$ cat config.mk
export PLATFORM = sky130hd
export DESIGN_NAME = arpc_cell
export DESIGN_NICKNAME = d
export VERILOG_FILES = /design/src/rtl/arpc_pkg.sv /design/src/rtl/arpc_cell.sv
export SDC_FILE = /design/constraint.sdc
export NUM_CORES = 1
export LEC_CHECK = 0
export ABC_AREA = 1
export BUFFER_PORTS_ARGS = -buffer_cell sky130_fd_sc_hd__buf_4
export CAP_MARGIN = 15
export CELL_PAD_IN_SITES_DETAIL_PLACEMENT = 1
export CELL_PAD_IN_SITES_GLOBAL_PLACEMENT = 1
export CORE_UTILIZATION = 34
export DETAILED_ROUTE_END_ITERATION = 12
export MAX_ROUTING_LAYER = met4
export PLACE_DENSITY_LB_ADDON = 0.1
export SYNTH_ARGS = -nofsm -noshare
export SYNTH_HDL_FRONTEND = slang
export SYNTH_SLANG_ARGS = --single-unit
$ cat constraint.sdc
create_clock -name clk -period 5.09 [get_ports clk]
set_input_delay 0.2545 -clock clk [delete_from_list [all_inputs] [get_ports clk]]
set_output_delay 0.2545 -clock clk [all_outputs]
set_load 0.02 [all_outputs]
$ cat src/rtl/arpc_pkg.sv
// ----------------------------------------------------------------------------
// arpc_pkg
// Shared widths, codes and the request token that moves along the cell chain.
// ----------------------------------------------------------------------------
`default_nettype none

package arpc_pkg;

    localparam int TABLE_ENTRIES = 16;
    localparam int IP_W          = 32;
    localparam int MAC_W         = 48;
    localparam int ACT_W         = 2;
    localparam int STATUS_W      = 3;

    // request actions
    localparam logic [ACT_W-1:0] ACT_LEARN      = 2'd0;
    localparam logic [ACT_W-1:0] ACT_LOOKUP_IP  = 2'd1;
    localparam logic [ACT_W-1:0] ACT_LOOKUP_MAC = 2'd2;

    // result status codes
    localparam logic [STATUS_W-1:0] ST_UPDATED = 3'd0;
    localparam logic [STATUS_W-1:0] ST_ADDED   = 3'd1;
    localparam logic [STATUS_W-1:0] ST_FULL    = 3'd2;
    localparam logic [STATUS_W-1:0] ST_HIT     = 3'd3;
    localparam logic [STATUS_W-1:0] ST_MISS    = 3'd4;

    // request in flight, with what it has collected so far
    typedef struct packed {
        logic             valid;
        logic [ACT_W-1:0] action;
        logic [IP_W-1:0]  ip;
        logic [MAC_W-1:0] mac;
        logic             hit;
        logic             added;
        logic [IP_W-1:0]  ip_res;
        logic [MAC_W-1:0] mac_res;
    } tok_t;

endpackage

`default_nettype wire

$ cat src/rtl/arpc_cell.sv
// ----------------------------------------------------------------------------
// arpc_cell
// One table entry: compares the passing request with its IP and MAC, learns
// or answers, and hands the token on to the next cell.
// ----------------------------------------------------------------------------
`default_nettype none

module arpc_cell (
    input  wire logic           clk,
    input  wire logic           rst_n,
    input  wire logic           adv,
    input  wire arpc_pkg::tok_t tok_in,
    output arpc_pkg::tok_t      tok_out
);

    logic                       valid_reg;
    logic                       valid_next;
    logic [arpc_pkg::IP_W-1:0]  ip_reg;
    logic [arpc_pkg::IP_W-1:0]  ip_next;
    logic [arpc_pkg::MAC_W-1:0] mac_reg;
    logic [arpc_pkg::MAC_W-1:0] mac_next;
    arpc_pkg::tok_t             tok_reg;
    arpc_pkg::tok_t             tok_next;
    logic                       ip_match;
    logic                       mac_match;

    assign ip_match  = valid_reg && (ip_reg == tok_in.ip);
    assign mac_match = valid_reg && (mac_reg == tok_in.mac);

    always_comb
    begin
        tok_next   = tok_in;
        valid_next = valid_reg;
        ip_next    = ip_reg;
        mac_next   = mac_reg;
        if (tok_in.valid)
        begin
            case (tok_in.action)
                arpc_pkg::ACT_LEARN:
                begin
                    if (!tok_in.hit && ip_match)
                    begin
                        mac_next     = tok_in.mac;
                        tok_next.hit = 1'b1;
                    end
                    else if (!tok_in.hit && !valid_reg)
                    begin
                        // valid entries are contiguous: first free one means no match
                        valid_next     = 1'b1;
                        ip_next        = tok_in.ip;
                        mac_next       = tok_in.mac;
                        tok_next.hit   = 1'b1;
                        tok_next.added = 1'b1;
                    end
                end
                arpc_pkg::ACT_LOOKUP_IP:
                begin
                    if (!tok_in.hit && ip_match)
                    begin
                        tok_next.hit     = 1'b1;
                        tok_next.mac_res = mac_reg;
                    end
                end
                arpc_pkg::ACT_LOOKUP_MAC:
                begin
                    // later cells are newer: overwrite with every match
                    if (mac_match)
                    begin
                        tok_next.hit    = 1'b1;
                        tok_next.ip_res = ip_reg;
                    end
                end
                default:
                begin
                    tok_next = tok_in;
                end
            endcase
        end
    end

    always_ff @(posedge clk or negedge rst_n)
    begin
        if (!rst_n)
        begin
            valid_reg <= 1'b0;
            tok_reg   <= '0;
        end
        else if (adv)
        begin
            valid_reg <= valid_next;
            tok_reg   <= tok_next;
        end
    end

    always_ff @(posedge clk)
    begin
        if (adv)
        begin
            ip_reg  <= ip_next;
            mac_reg <= mac_next;
        end
    end

    assign tok_out = tok_reg;

endmodule

`default_nettype wire

==> results of run 1 <==
## power by group
part           total, mW  internal, mW  switching (mW)
Clock               1.98          1.16           0.820
Sequential          2.23          2.16          0.0701
Combinational      0.825         0.364           0.461
## worst max-delay path: cells and delay by family, from the launching register on
kind,cells,cell delay [ns]
DFF,1,0.42
and+or+nand+nor,5,0.89
AOI/OAI and AO/OA,1,0.83
buffers and inverters,1,0.46
## area by class of cell
cell class,instances,area share (%)
Multi-Input combinational cell,875,23.6
Timing Repair Buffer,431,21.5
Inverter,228,5.34
Clock inverter,8,0.387
Tap cell,442,3.42
Clock buffer,45,5.11
Antenna cell,3,0.0464
Sequential cell,246,40.5
## through the flow
stage	cell area [um^2]	setup WS (ns)	total power [mW]
after floorplan	11500	0.210	2.61
after global placement	14400	2.17	3.03
after detailed placement	14400	2.15	3.04
after CTS	16200	2.12	5.10
after global routing	16200	1.96	5.26
final	16200	2.13	5.03
## how the worst max path moves through the flow
stage               start           to  slack, ns
2_1_floorplan   ip_reg[1]   mac_reg[0]       0.21
3_3_place_gp   ip_reg[13]  mac_reg[17]       2.17
3_5_place_dp   ip_reg[13]  mac_reg[20]       2.15
4_1_cts        ip_reg[13]  mac_reg[20]       2.12
5_1_grt        ip_reg[30]  mac_reg[20]       1.96
6_report        ip_reg[4]  mac_reg[20]       2.13
## cell usage in the layout, fill, tap and decap left out, types with 12 or more instances in the layout
master         count
dfrtp_1          166
buf_4            337
nor2_1            48
nand2_1          559
o21ai_1           23
clkbuf_16         29
dlygate4sd3_1     92
xnor2_1           19
edfxtp_1          80
o21ai_0           81
inv_1            224
nand3_1           62
nand2_2           20
clkbuf_1          12
a21oi_1           35
## kinds of logic after synthesis
group	share of synthesized area, %
and+or+nand+nor	25.0
buffers and inverters	9.72
DFF	57.1
AOI/OAI and AO/OA	6.10
xor gates and xnor gates	1.68
adders and majority gates	0.436
## what timing repair did
| item | 4_1_cts | 5_1_grt |
|---|---|---|
| setup endpoints to repair | 0 | 0 |
| endpoints found under the hold margin | 203 | 0 |
| hold buffers | 92 | 0 |
## routing by layer
metal  share of wire, %  up-vias  global-route usage (%)
met4                1.8        0                    4.56
met3                7.4       40                    5.26
li1                   -     5112                       -
met2                 46      252                    36.1
met1                 44     4880                    29.1
met5                  0        -                       -
==> results.md, run 1 <==
* RR Startpoint: ip_reg[4]
* Power Density at between 300 and 400 mW/mm^2
* WL per Instance at ~16 um
* Async set or reset register ratio after synthesis at between 60% and 70%
* Reg-to-reg slack, setup at between 2 and 2.5 ns
* Vias/cell at 4.51
* Port-buffer cells at ~330
* GR Util All Layers at between 20% and 30%
* Post-synthesis sequential area ratio at between 50% and 60%
* Count leader, synth: nand2_1
* Post-synthesis register bit count at between 200 and 250
* Initial antenna violation count at 3
* Startpoint Class: flip-flop
* Max reg flops at 165
* DRC at 0
* Most used cell, CP: nand2_1
* Footprint of the multi-input gates at about 0.0038 mm^2
* Crit-path max cell delay at 0.83 ns
* Post-Route WL at around 38000 um
* MaxCap Viol Count at 0
* Maximum vdd ir drop at about 0.25 mV
* Leading area contributor after synthesis: dfrtp_1
* Status: finished clean
* YS warnings at 0
* CORE AREA at 0.0329 mm^2
* WP data required at about 5.3 ns
* DRT iter0 DRCs at 371
* FP Rows at 66
* Slew Viols, Final at 0
* Pleak at 8.47 nW
* Final setup vio count at 0
* Clk_skew at between 0.007 and 0.008 ns
* WHS Endpoint: tok_out[34]
* Worst Setup End Kind: flip-flop
* Rel. slew slack at between 20% and 30%
* Dpl cells at ~2100
* Vias post-DR at between 10000 and 15000
* HP Class: in2reg
* # resized after CTS at 0
* Period utilisation layout at about 58%
* # Post-CTS Setup Buffers at 0
* Top cells by count, synth: nand2_1, inv_1, dfrtp_1
* Hold_sp: tok_in[34]
* WP data arrival at around 3.2 ns
* Final critical-path required period at 2.96 ns
* Final setup TNS at 0 ns
* Fillcell total at between 4000 and 5000
* Clk_lat worst skew at 0.54 ns
* Die Y at between 150 and 200 um
* Die area at ~0.035 mm^2
* Slew @ Worst Pin at ~1.2 ns
* Final core occ at 49.2%
* Cts bufs inserted at 29
* Syn Inst Count at 1401
* Vias in the first global route at 10900
* Nets at between 1500 and 2000
* Ys flop type: dfrtp_1
* Syn Nets at between 1500 and 2000
* Synth top area cells: dfrtp_1, edfxtp_1, nand2_1
* 1st-pass router iterations at 4
* Number of distinct library cells after synthesis at 28
* Largest net degree at the start of global routing at 206
* Ports at roughly 330
* CTS root buf: clkbuf_16
* Unrepaired setup endpoints after global routing: no
* Grt total ovfl at 0
* Clk sink count at roughly 250
* Cell Area, Synth at ~0.011 mm^2
* HPWL after DPL at approximately 26000 um
* Setup CP Type: reg2reg
* Final hold viol count at 0
* Syn avg cell area at ~8.2 um^2
* Initial Util at 34.9%
* Htree depth at 1
* Fin Hold WS at 0.0181 ns
* Chip Width at approximately 190 um
* Worst R2R Path Depth at 7
* Crit path max fanout at 26
* Fmax at approximately 340 MHz
* R2r endpoint: mac_reg[20]
* Hold path depth at 5
* Share of layout cells above drive strength 1 at 22.4%
* Max stage delay cell, worst path: o21ai_4
* Final ANT Viol Nets at 0
* Synthesis-to-layout area growth at 40.9%
* Global-route wire length before repair at between 50000 and 60000 um
* Cells along the critical path: nand2_1 > nand2_1 > nor2_1 > nor3b_1 > nand3_1 > o21ai_4 > buf_4
* EDFF count, synth at 80
* Yosys top cell area share at between 30 and 40%
* CTS tree: done
* FF/Latch Area at approximately 0.0066 mm^2
* GP Congestion at roughly 0.80
* CTS Buffer Depth at 3
* Clock-pin slew on the worst setup and hold paths at 0.06 ns
* Final std cells w/o fill at 2278
No activity file was read; power rests on OpenSTA's default activity.
==> run 2: changes to the inputs <==
CORE_UTILIZATION = 35   (was 34)
clock period = 3.05 ns   (was 5.09 ns; I/O delays follow)
==> run 2 against run 1 <==
Compared with the run above: via count is 5.8% higher; first-iteration DRC count increased by 5.9%; clock skew is 0.011 ns higher; global-route usage increased by 2.1 points; combinational power rose by 79%; power grew 72%.
==> results.md, run 2 (synthesis gave the netlist of run 1 again) <==
* Slew @ Worst Pin at 0.893 ns (-0.266 ns)
* Final critical-path required period at 2.36 ns (-0.600 ns)
* Global-route wire length before repair at 63000 um (+7.1%)
* CTS Buffer Depth at 3 (unchanged)
* Ports at 333 (unchanged)
* Final setup vio count at 0 (unchanged)
* Vias post-DR at 10900 (+5.8%)
* Clk_skew at 0.0182 ns (+0.0105 ns)
* Initial Util at 36.0% (+1.1 points)
* Grt total ovfl at 0 (unchanged)
* HPWL after DPL at 26500 um (+1.0%)
* Wire length on met2 at 19200 um (+10%)
* Top Layer Used: met4
* Initial antenna violation count at 3 (unchanged)
* Worst Setup End Kind: flip-flop
* Design area at 0.0171 mm^2 (+5.6%)
* Fmax at 424 MHz (+25%)
* Slew Viols, Final at 0 (unchanged)
* Chip Width at 183 um (-1.4%)
* HP Class: in2async
* WP data required at 3.54 ns (-1.75 ns)
* Cts bufs inserted at 30 (+3.4%)
* Nets at 2068 (+4.3%)
* Die area at 0.0335 mm^2 (-2.8%)
* Final hold viol count at 0 (unchanged)
* Vias/cell at 4.61 (+2.2%)
* # Post-CTS Setup Buffers at 0 (unchanged)
* M1 wire length at 17500 um (+5.0%)
* GP Congestion at 0.801 (+0.56%)
* Share of layout cells above drive strength 1 at 22.2% (-0.18 points)
* DRT iter0 DRCs at 393 (+5.9%)
* Final setup TNS at 0 ns (unchanged)
* RR Startpoint: ip_reg[10]
* Synthesis-to-layout area growth at 48.8%
* Clk sink count at 246 (unchanged)
* Status: finished clean
* Final ANT Viol Nets at 0 (unchanged)
* Final std cells w/o fill at 2359 (+3.6%)
* Most frequent cells in the layout: nand2_1, buf_4, inv_1, dlygate4sd3_1, dfrtp_1
* Die Y at 183 um (-1.4%)
* Unrepaired setup endpoints after global routing: no
* Power Density at 507 mW/mm^2 (+63%)
* Setup CP Type: reg2reg
* DRC at 0 (unchanged)
* CTS tree: done
* Leading cell type in the layout, fill and taps excluded: nand2_1
* Rel. slew slack at 40.5% (+18 points)
* 1st-pass router iterations at 4 (unchanged)
* DP Area at 0.0144 mm^2 (+0.53%)
* CTS root buf: clkbuf_16
* FP Rows at 65 (-1.5%)
* Period utilisation layout at 77.3% (+19 points)
* Port-buffer cells at 332 (unchanged)
* WL per Instance at 16.9 um (+2.7%)
* Dpl cells at 2131 (+0.047%)
* Crit. Startpoint: ip_reg[10]
* Post-Route WL at 40000 um (+6.3%)
* Largest net degree at the start of global routing at 135 (-34%)
* Clock-pin slew on the worst setup and hold paths at 0.06 ns (about the same)
* Reg-to-reg slack, setup at 0.69 ns (-1.44 ns)
* GR Util All Layers at 24.6% (+2.1 points)
* WL met3 at 2150 um (-23%)
* MaxCap Viol Count at 0 (unchanged)
* WP data arrival at 2.85 ns (-0.31 ns)
* Crit path max fanout at 48 (+85%)
* Htree depth at 1 (unchanged)
* Max reg flops at 165 (unchanged)
* Maximum vdd ir drop at 0.490 mV (+100%)
* Pleak at 8.86 nW (+4.6%)
* CORE AREA at 0.0319 mm^2 (-3.0%)
* Vias in the first global route at 11800 (+8.6%)
* Startpoint Class: flip-flop
* Clk_lat worst skew at 0.56 ns (+0.02 ns)
==> run 2: cell count changes in the layout (fill, tap and decap cells not counted) <==
| cell | previous run | this run |
|---|---|---|
| buf_12 | 1 | 3 |
| buf_4 | 337 | 343 |
| clkbuf_1 | 12 | 6 |
| clkbuf_16 | 29 | 31 |
| clkinv_1 | 2 | 4 |
| clkinv_2 | 5 | 9 |
| clkinvlp_4 | 0 | 1 |
| diode_2 | 3 | 4 |
| dlygate4sd3_1 | 92 | 168 |
| inv_1 | 224 | 223 |
| inv_6 | 0 | 1 |
==> run 2: cell type report <==
class                      instances  area (um^2)
clock inverter                    15          103
antenna                            4         10.0
sequential                       246         6560
timing repair buffer             515         4330
clock buffer                      41          853
multi-input combinational        875         3820
fill                            3816        14800
inverter                         228          863
tap                              435          544
==> run 2: worst max-delay path, cell delays in order (launching register included) <==
cell and delay (ns):
edfxtp_1 0.48, xnor2_1 0.36, nand2_1 0.09, nor2_1 0.09, nand2_1 0.08, nor2_1 0.09, nand3_1 0.18, nand3b_4 0.21
buf_4 0.33, nand2_1 0.13, nand3_1 0.09, nand2_1 0.12
==> run 2: repair_timing <==
action / 4_1_cts / 5_1_grt
hold buffers: 168 / 0
resized for setup: 0 / 0
hold endpoints to repair: 327 / 0
==> run 2: final timing paths <==
kind | endpoint | cells past startpoint
min | tok_out[156] | 2
min reg2reg | tok_out[13] | 2
min in group clk | mac_reg[9] | 2
max | tok_out[7] | 11
max reg2reg | tok_out[7] | 11
max in group asynchronous | tok_out[142] | 3
==> run 2: routing by layer <==
metal | GRT usage [%] | up-vias
li1 | - | 5283
met1 | 31.0 | 5268
met2 | 40.9 | 272
met3 | 4.39 | 57
met4 | 6.53 | 0
met5 | - | -
==> run 2: per-stage QoR <==
step	worst slack [ns]	util [%]	power, mW	hold WS, ns
floorplan	0.375	-	4.35	-0.143
global placement	0.782	45.3	5.05	0.282
detailed placement	0.721	45.3	5.08	0.287
CTS	0.696	53.5	8.74	0.271
global route	0.454	53.6	9.02	0.273
finish	0.692	53.6	8.67	0.190
==> run 2: power breakdown <==
group | internal [mW] | leakage [nW] | switching (mW)
sequential | 3.61 | 2.74 | 0.124
combinational | 0.675 | 5.64 | 0.803
clock | 2.03 | 0.477 | 1.43
